File: config.mk
export PLATFORM = sky130hd
export DESIGN_NAME = dual_stack_shared_memory_top
export DESIGN_NICKNAME = d
export VERILOG_FILES = /design/src/rtl/dss_pkg.sv /design/src/rtl/dss_front.sv /design/src/rtl/dss_back.sv /design/src/rtl/dual_stack_shared_memory_top.sv
export SDC_FILE = /design/constraint.sdc
export NUM_CORES = 2
export LEC_CHECK = 0
export BUFFER_PORTS_ARGS = -buffer_cell sky130_fd_sc_hd__buf_2
export CAP_MARGIN = 20
export CORE_MARGIN = 3
export CORE_UTILIZATION = 35
export CTS_BUF_LIST = sky130_fd_sc_hd__clkbuf_8
export DETAILED_ROUTE_END_ITERATION = 8
export GPL_TIMING_DRIVEN = 0
export HOLD_SLACK_MARGIN = 0.05
export PLACE_DENSITY = 0.48
export SLEW_MARGIN = 20
export SYNTH_ARGS = -nofsm -noshare
export SYNTH_HDL_FRONTEND = slang
export SYNTH_SLANG_ARGS = --single-unit
File: constraint.sdc
create_clock -name clk -period 4.4 [get_ports clk]
set_input_delay 0.88 -clock clk [delete_from_list [all_inputs] [get_ports clk]]
set_output_delay 0.88 -clock clk [all_outputs]
set_load 0.05 [all_outputs]
File: src/rtl/dss_pkg.sv
package dss_pkg;

  // input action codes
  localparam logic [2:0] ACT_PUSH_LO = 3'd0;
  localparam logic [2:0] ACT_PUSH_HI = 3'd1;
  localparam logic [2:0] ACT_POP_LO  = 3'd2;
  localparam logic [2:0] ACT_POP_HI  = 3'd3;
  localparam logic [2:0] ACT_DUMP_LO = 3'd4;
  localparam logic [2:0] ACT_DUMP_HI = 3'd5;

  // result status codes
  localparam logic [1:0] ST_OK        = 2'd0;
  localparam logic [1:0] ST_OVERFLOW  = 2'd1;
  localparam logic [1:0] ST_UNDERFLOW = 2'd2;
  localparam logic [1:0] ST_EMPTY     = 2'd3;

  // stack selector
  localparam logic SIDE_LO = 1'b0;
  localparam logic SIDE_HI = 1'b1;

  typedef enum logic [1:0] {
    OP_PUSH = 2'd0,
    OP_POP  = 2'd1,
    OP_DUMP = 2'd2
  } op_t;

  // classified command passed from front to back
  typedef struct packed {
    op_t                op;
    logic               side;
    logic signed [31:0] value;
  } cmd_t;

  typedef enum logic [1:0] {
    S_IDLE = 2'b01,
    S_EMIT = 2'b10
  } state_t;

endpackage

File: src/rtl/dss_front.sv
module dss_front
  import dss_pkg::*;
(
  input  logic               clk,
  input  logic               rst_n,
  input  logic               in_valid,
  output logic               in_stall,
  input  logic [2:0]         in_action,
  input  logic signed [31:0] in_value,
  output logic               q_valid,
  output cmd_t               q_cmd,
  input  logic               q_take
);

  cmd_t       fifo_r [2];
  logic       wr_ptr_r, wr_ptr_nxt;
  logic       rd_ptr_r, rd_ptr_nxt;
  logic [1:0] cnt_r, cnt_nxt;
  logic       accept;
  logic       push;
  logic       pop;
  cmd_t       dec_cmd;

  assign in_stall = (cnt_r == 2'd2);
  assign accept   = in_valid && !in_stall;
  assign q_valid  = (cnt_r != 2'd0);
  assign q_cmd    = fifo_r[rd_ptr_r];

  // classify the incoming word; unused codes are dropped
  always_comb begin
    dec_cmd.value = in_value;
    dec_cmd.side  = in_action[0];
    case (in_action)
      ACT_PUSH_LO, ACT_PUSH_HI: dec_cmd.op = OP_PUSH;
      ACT_POP_LO,  ACT_POP_HI:  dec_cmd.op = OP_POP;
      default:                  dec_cmd.op = OP_DUMP;
    endcase
  end

  assign push = accept && (in_action inside {[ACT_PUSH_LO:ACT_DUMP_HI]});
  assign pop  = q_take && q_valid;

  // queue pointers
  always_comb begin
    wr_ptr_nxt = push ? ~wr_ptr_r : wr_ptr_r;
    rd_ptr_nxt = pop ? ~rd_ptr_r : rd_ptr_r;
    cnt_nxt    = cnt_r + {1'b0, push} - {1'b0, pop};
  end

  always_ff @(posedge clk) begin
    if (!rst_n) begin
      wr_ptr_r <= 1'b0;
      rd_ptr_r <= 1'b0;
      cnt_r    <= 2'd0;
    end else begin
      wr_ptr_r <= wr_ptr_nxt;
      rd_ptr_r <= rd_ptr_nxt;
      cnt_r    <= cnt_nxt;
    end
  end

  // queue storage
  always_ff @(posedge clk) begin
    if (push) begin
      fifo_r[wr_ptr_r] <= dec_cmd;
    end
  end

endmodule

File: src/rtl/dss_back.sv
module dss_back
  import dss_pkg::*;
#(
  parameter int DEPTH = 64,
  parameter int AW    = $clog2(DEPTH),
  parameter int CW    = $clog2(DEPTH + 1)
) (
  input  logic               clk,
  input  logic               rst_n,
  input  logic               q_valid,
  input  cmd_t               q_cmd,
  output logic               q_take,
  output logic [CW-1:0]      low_cnt,
  output logic [CW-1:0]      high_cnt,
  output logic               out_valid,
  input  logic               out_stall,
  output logic [1:0]         out_status,
  output logic signed [31:0] out_data,
  output logic               out_last
);

  logic signed [31:0] mem [DEPTH];
  logic signed [31:0] rd_data_r;

  state_t             state_r, state_nxt;
  logic [CW-1:0]      low_cnt_r, low_cnt_nxt;
  logic [CW-1:0]      high_cnt_r, high_cnt_nxt;
  logic [CW-1:0]      remain_r, remain_nxt;
  logic [AW-1:0]      ptr_r, ptr_nxt;
  logic               side_r, side_nxt;

  logic               out_valid_r;
  logic [1:0]         out_status_r;
  logic signed [31:0] out_data_r;
  logic               out_last_r;

  logic               out_free;
  logic               emit;
  logic [1:0]         emit_status;
  logic signed [31:0] emit_data;
  logic               emit_last;

  logic               we;
  logic [AW-1:0]      waddr;
  logic               re;
  logic [AW-1:0]      raddr;

  logic [CW:0]        used;
  logic               full;
  logic               side_empty;
  logic [CW-1:0]      side_cnt;
  logic [AW-1:0]      top_addr;

  assign out_free = !out_valid_r || !out_stall;
  assign used     = {1'b0, low_cnt_r} + {1'b0, high_cnt_r};
  assign full     = (used >= (CW+1)'(DEPTH));
  assign side_cnt = (q_cmd.side == SIDE_HI) ? high_cnt_r : low_cnt_r;
  assign side_empty = (side_cnt == '0);

  // address of the top entry of the selected stack
  assign top_addr = (q_cmd.side == SIDE_HI) ? AW'(CW'(DEPTH) - high_cnt_r)
                                            : AW'(low_cnt_r - CW'(1));

  // command execution
  always_comb begin
    state_nxt    = state_r;
    low_cnt_nxt  = low_cnt_r;
    high_cnt_nxt = high_cnt_r;
    remain_nxt   = remain_r;
    ptr_nxt      = ptr_r;
    side_nxt     = side_r;
    q_take       = 1'b0;
    emit         = 1'b0;
    emit_status  = ST_OK;
    emit_data    = '0;
    emit_last    = 1'b1;
    we           = 1'b0;
    waddr        = low_cnt_r[AW-1:0];
    re           = 1'b0;
    raddr        = top_addr;

    case (state_r)
      S_IDLE: begin
        if (q_valid) begin
          case (q_cmd.op)
            OP_PUSH: begin
              if (out_free) begin
                q_take = 1'b1;
                emit   = 1'b1;
                if (full) begin
                  emit_status = ST_OVERFLOW;
                end else begin
                  we = 1'b1;
                  if (q_cmd.side == SIDE_HI) begin
                    waddr        = AW'(CW'(DEPTH - 1) - high_cnt_r);
                    high_cnt_nxt = high_cnt_r + CW'(1);
                  end else begin
                    low_cnt_nxt = low_cnt_r + CW'(1);
                  end
                end
              end
            end
            OP_POP, OP_DUMP: begin
              if (side_empty) begin
                if (out_free) begin
                  q_take      = 1'b1;
                  emit        = 1'b1;
                  emit_status = (q_cmd.op == OP_POP) ? ST_UNDERFLOW : ST_EMPTY;
                end
              end else begin
                // read the top entry, result goes out from the emit state
                q_take    = 1'b1;
                re        = 1'b1;
                side_nxt  = q_cmd.side;
                state_nxt = S_EMIT;
                if (q_cmd.op == OP_POP) begin
                  remain_nxt = CW'(1);
                  if (q_cmd.side == SIDE_HI) begin
                    high_cnt_nxt = high_cnt_r - CW'(1);
                  end else begin
                    low_cnt_nxt = low_cnt_r - CW'(1);
                  end
                end else begin
                  remain_nxt = side_cnt;
                  ptr_nxt    = (q_cmd.side == SIDE_HI) ? top_addr + AW'(1)
                                                       : top_addr - AW'(1);
                end
              end
            end
            default: begin
              q_take = 1'b1;
            end
          endcase
        end
      end
      S_EMIT: begin
        // one stored word per cycle while the output is not stalled; next read overlaps the output handoff
        if (out_free) begin
          emit      = 1'b1;
          emit_data = rd_data_r;
          emit_last = (remain_r == CW'(1));
          if (remain_r == CW'(1)) begin
            state_nxt = S_IDLE;
          end else begin
            re         = 1'b1;
            raddr      = ptr_r;
            remain_nxt = remain_r - CW'(1);
            ptr_nxt    = (side_r == SIDE_HI) ? ptr_r + AW'(1) : ptr_r - AW'(1);
          end
        end
      end
      default: begin
        state_nxt = S_IDLE;
      end
    endcase
  end

  // control registers
  always_ff @(posedge clk) begin
    if (!rst_n) begin
      state_r    <= S_IDLE;
      low_cnt_r  <= '0;
      high_cnt_r <= '0;
    end else begin
      state_r    <= state_nxt;
      low_cnt_r  <= low_cnt_nxt;
      high_cnt_r <= high_cnt_nxt;
    end
  end

  // walk registers
  always_ff @(posedge clk) begin
    remain_r <= remain_nxt;
    ptr_r    <= ptr_nxt;
    side_r   <= side_nxt;
  end

  // shared stack memory
  always_ff @(posedge clk) begin
    if (we) begin
      mem[waddr] <= q_cmd.value;
    end
    if (re) begin
      rd_data_r <= mem[raddr];
    end
  end

  // output register
  always_ff @(posedge clk) begin
    if (!rst_n) begin
      out_valid_r <= 1'b0;
    end else if (emit) begin
      out_valid_r <= 1'b1;
    end else if (!out_stall) begin
      out_valid_r <= 1'b0;
    end
  end

  always_ff @(posedge clk) begin
    if (emit) begin
      out_status_r <= emit_status;
      out_data_r   <= emit_data;
      out_last_r   <= emit_last;
    end
  end

  assign out_valid  = out_valid_r;
  assign out_status = out_status_r;
  assign out_data   = out_data_r;
  assign out_last   = out_last_r;
  assign low_cnt    = low_cnt_r;
  assign high_cnt   = high_cnt_r;

endmodule

File: src/rtl/dual_stack_shared_memory_top.sv
// Push and empty-stack results pass through the command queue and the output register;
// pop and dump data also pass through the registered memory read.
// A pop or dump holds the back end in its emit state while stored words come through
// the single read port of the shared memory; the 2-entry queue absorbs input meanwhile.
// Reset (rst_n, synchronous): clears both stack counts, the queue and the output valid;
// memory contents are not cleared and are read only after being written.
module dual_stack_shared_memory_top
  import dss_pkg::*;
#(
  parameter int DEPTH = 64
) (
  input  logic               clk,
  input  logic               rst_n,
  input  logic               in_valid,
  output logic               in_stall,
  input  logic [2:0]         in_action,
  input  logic signed [31:0] in_value,
  output logic               out_valid,
  input  logic               out_stall,
  output logic [1:0]         out_status,
  output logic signed [31:0] out_data,
  output logic               out_last
);

  localparam int AW = $clog2(DEPTH);
  localparam int CW = $clog2(DEPTH + 1);

  logic          q_valid;
  cmd_t          q_cmd;
  logic          q_take;
  logic [CW-1:0] low_cnt;
  logic [CW-1:0] high_cnt;

  // accept and classify
  dss_front u_front (
    .clk       (clk),
    .rst_n     (rst_n),
    .in_valid  (in_valid),
    .in_stall  (in_stall),
    .in_action (in_action),
    .in_value  (in_value),
    .q_valid   (q_valid),
    .q_cmd     (q_cmd),
    .q_take    (q_take)
  );

  // execute against the shared memory
  dss_back #(
    .DEPTH (DEPTH),
    .AW    (AW),
    .CW    (CW)
  ) u_back (
    .clk        (clk),
    .rst_n      (rst_n),
    .q_valid    (q_valid),
    .q_cmd      (q_cmd),
    .q_take     (q_take),
    .low_cnt    (low_cnt),
    .high_cnt   (high_cnt),
    .out_valid  (out_valid),
    .out_stall  (out_stall),
    .out_status (out_status),
    .out_data   (out_data),
    .out_last   (out_last)
  );

  // the two stacks together never exceed the memory
  a_no_overcommit: assert property (@(posedge clk) disable iff (!rst_n)
    ({1'b0, low_cnt} + {1'b0, high_cnt}) <= (CW+1)'(DEPTH))
    else $error("stack counts exceed depth");

  // back side only takes a queued command that exists
  a_take_valid: assert property (@(posedge clk) disable iff (!rst_n)
    q_take |-> q_valid)
    else $error("command taken from empty queue");

  // a low push that fits moves the low count by one and leaves the high count
  a_push_count: assert property (@(posedge clk) disable iff (!rst_n)
    q_take && q_cmd.op == OP_PUSH && q_cmd.side == SIDE_LO
      && ({1'b0, low_cnt} + {1'b0, high_cnt}) < (CW+1)'(DEPTH)
    |=> low_cnt == $past(low_cnt) + CW'(1) && $stable(high_cnt))
    else $error("low push did not advance count");

endmodule

==> impl_results.md <==
- Max cap viols: 0
- Worst EP arrival: 5360 ps
- First-pass GRT wire length: 434000 um
- Max frequency: 220 MHz
- Final setup violation count: 16
- Max-Slew Margin vs Limit: 26.5%
- Post-synthesis sequential area ratio: 76.9%
- Reg2reg end: u_back.rd_data_r[16]
- CTS Buf Count: 384
- RSZ-0062 raised after global routing: yes
- Ys flop type: edfxtp_1
- Tmin final: 4550 ps
- Clock root cell: clkbuf_8
- Die area: 0.253 sq mm
- Crit start category: flip-flop
- PD cells: 818 mW/mm^2
- Mean post-synth cell area: 14.8 sq um
- Iteration-0 DRC Markers: 6483
- Vias: 55300
- Hold Crit Class: in -> reg
- Core area: 0.245 sq mm
- Tot GR Track Use: 24.8%
- Post-Route Utilization: 43.4%
- CTS tree: done
- Nets: 6663
- # IOs: 76
- Hold Violations, Final: 0
- Vias in the first global route: 53400
- Final worst slack: -148 ps
- Post-Route WL: 319000 um
- H-tree depth: 5
- Antenna-violating nets left: 0
- CP required: 5210 ps
- Layout overhead on the synthesized area: 22.9%
- Synth Instances: 5857
- # DRC: 0
- Clk buf depth: 4
- Final Slew Violations: 0
- CP endpoint kind: flip-flop
- Violated checks: negative setup slack
- Die height: 503 um
- CP max FO: 10
- Setup crit end: u_back.rd_data_r[16]
- EDFF count, synth: 2199
- Clk slew on worst S/H paths: 60 ps
- Final Instance Count excl. Fillers: 10100
- Synth Cell Area: 0.0865 sq mm
- VDD IR max: 889 uV
- Wire per inst: 31.6 um
- DP Wirelength: 225000 um
- Starting Density: 35.4%
- Fin crit share: 103%
- IO buf count: 75
- Syn Nets: 5929
- Gpl congestion: 1.25
- Post-Place Cells: 9293
- Area of the multi-input gates: 0.0217 sq mm
- Sequential Area: 0.0665 sq mm
- Worst Skew: 71.8 ps
- Antenna violations before repair: 15
- Worst setup path startpoint: u_back.high_cnt[2]
- P_leak: 36.4 nW
- Layout cells sized above 1: 22.3%
- Count of cell types in the netlist: 64
- CTS sink count: 2221
- Tightest Pin Transition: 1100 ps
- Largest net degree at the start of global routing: 65
- Worst reg2reg path startpoint: u_back.high_cnt[2]
- Skew-Pair Late Insertion Delay: 1090 ps
- Filler cell count: 22100
- Average vias per placed instance: 5.49
- R2r setup slk: -150 ps
- FF-to-FF path depth: 10
- Synth Warn #: 0
- DR pass1 iterations: 7
- Site Rows: 181
- GRT overflow: 0
- Seq cells post-synth: 2221
- WS Path Type: reg -> reg
- Status: finished with violations
- Die Wd: 503 um
- Asr flop ratio synth: 0%
==> how the worst min path moves through the flow <==
stage | start | to | slack [ps] | cells after the start
finish | out_stall | u_back.out_valid | 170 | 3
global route | out_stall | u_back.out_valid | 130 | 3
CTS | out_stall | u_back.out_valid | 50 | 3
detailed placement | u_back.state_r[1] | u_back.state_r[1] | 500 | 2
global placement | u_back.state_r[0] | u_back.state_r[0] | 480 | 2
floorplan | u_back.state_r[1] | u_back.state_r[1] | 470 | 2
==> cell families after synthesis <==
logic type	synth area share, %
buffers and inverters	1.69
muxes	5.35
and+or+nand+nor	8.53
DFF	76.9
xor gates and xnor gates	0.365
adders and majority gates	0.504
AOI/OAI and AO/OA	6.67
==> flip-flops by register name, summed over array words and instances, names as in the netlist, 2 cells and up, named ones only <==
| signal | flops |
|---|---|
| u_front.cnt_r | 2 |
| u_back.mem | 2048 |
| u_front.fifo_r | 70 |
| u_back.rd_data_r | 32 |
| u_back.remain_r | 7 |
| u_back.out_status | 2 |
| u_back.ptr_r | 6 |
| u_back.out_data | 32 |
| u_back.low_cnt | 7 |
| u_back.state_r | 2 |
| u_back.high_cnt | 7 |
==> cell usage after synthesis (all sizes together), types with 2 or more instances <==
master   count  area, sq um
xnor2       27          236
or4         35          263
buf        129          626
a21o         5         37.5
o21bai       4         30.0
mux4        62         1400
a41oi        3         26.3
ha          30          375
nand3b       4         30.0
and4         2         17.5
a31oi        4         25.0
o31ai        3         22.5
nand4        5         31.3
xor2         9         78.8
o21a         3         22.5
edfxtp    2199        66000
nor2       110          413
nor3b        4         30.0
fa           3         60.1
o21ai       28          151
and3        34          213
clkbuf     199          747
nand3       13         65.1
nor2b        7         43.8
o31a         2         17.5
dfxtp       22          440
nand2     1371         5150
inv         24         92.6
a211oi       8         60.1
nor4       100          641
nor3        65          325
a2111oi     37          332
nand2b       4         25.0
or3          3         18.8
mux2i      279         2820
o22ai      133          832
o211ai       3         22.5
a21oi      826         4150
mux2        36          409
and2         5         31.3
or2          9         56.3
==> power by group <==
| group | internal (mW) | switching [mW] |
|---|---|---|
| Sequential | 26.2 | 0.344 |
| Combinational | 12.0 | 31.6 |
| Clock | 8.31 | 8.44 |
| Total | 46.5 | 40.4 |
==> cells in the final DEF, fill, tap and decap left out, types with 34 or more instances in the layout <==
master,synthesis,routed
nor4_4,1,36
clkbuf_8,0,398
clkbuf_1,199,76
clkbuf_2,0,83
dlygate4sd3_1,0,34
nor2_4,0,67
clkinv_1,0,112
buf_16,0,83
buf_4,7,87
nor2_1,110,43
nor4_1,99,43
edfxtp_1,2199,2199
a21oi_4,1,39
mux4_2,62,62
mux2i_1,276,266
a21oi_1,825,693
o22ai_1,133,133
nand2_1,1371,1355
and3_1,34,34
buf_2,86,137
a21oi_2,0,94
inv_1,22,151
buf_12,0,97
nor3_2,0,51
==> per-layer routing <==
metal,global-route usage (%),vias up,share of wire (%)
li1,-,23600,-
met1,32.9,28500,41
met2,38.5,2638,46
met3,6.65,591,9.2
met4,10.4,14,4.6
met5,0,-,0.11
==> metrics by stage <==
| step | setup WS (ps) | TNS, ps | total power, mW | hold WS [ps] | cell area, sq um |
|---|---|---|---|---|---|
| final | -148 | -875 | 87.0 | 172 | 106000 |
| after global routing | -60.8 | -278 | 89.1 | 129 | 106000 |
| after CTS | -44.9 | -391 | 85.8 | 54.1 | 106000 |
| after detailed placement | -2270 | -1658540 | 63.8 | 497 | 95300 |
| after global placement | -3800 | -6592610 | 62.8 | 481 | 90800 |
| after floorplan | 88.8 | 0 | 43.7 | 467 | 86500 |
==> cell type report <==
type | instances | area share, %
flip-flops and latches | 2221 | 62.6
multi-input cells | 3284 | 20.4
repair buffers | 349 | 5.12
clock buffers | 391 | 5.06
well taps | 3202 | 3.77
plain buffers | 327 | 1.84
clock inverters | 280 | 1.10
inverters | 24 | 0.0871
diodes | 10 | 0.0236
==> what timing repair did <==
item | in CTS | in global routing
gates resized for setup | 709 | 112
endpoints found under the setup margin | 2125 | 692
endpoints found under the hold margin | 67 | 0
hold buffers | 34 | 0
setup buffers | 72 | 9
pin swaps | 61 | 7
==> worst max-delay path, cell delays in order (launching register included) <==
cell and delay (ps):
dfxtp_1 350, clkbuf_2 270, or2_2 390, or4_1 480, xnor2_1 210, mux2i_1 230, mux2i_1 230, nand2_1 320
clkbuf_1 850, a21oi_1 310, or4_4 640
(Power assumes the default switching activity.)
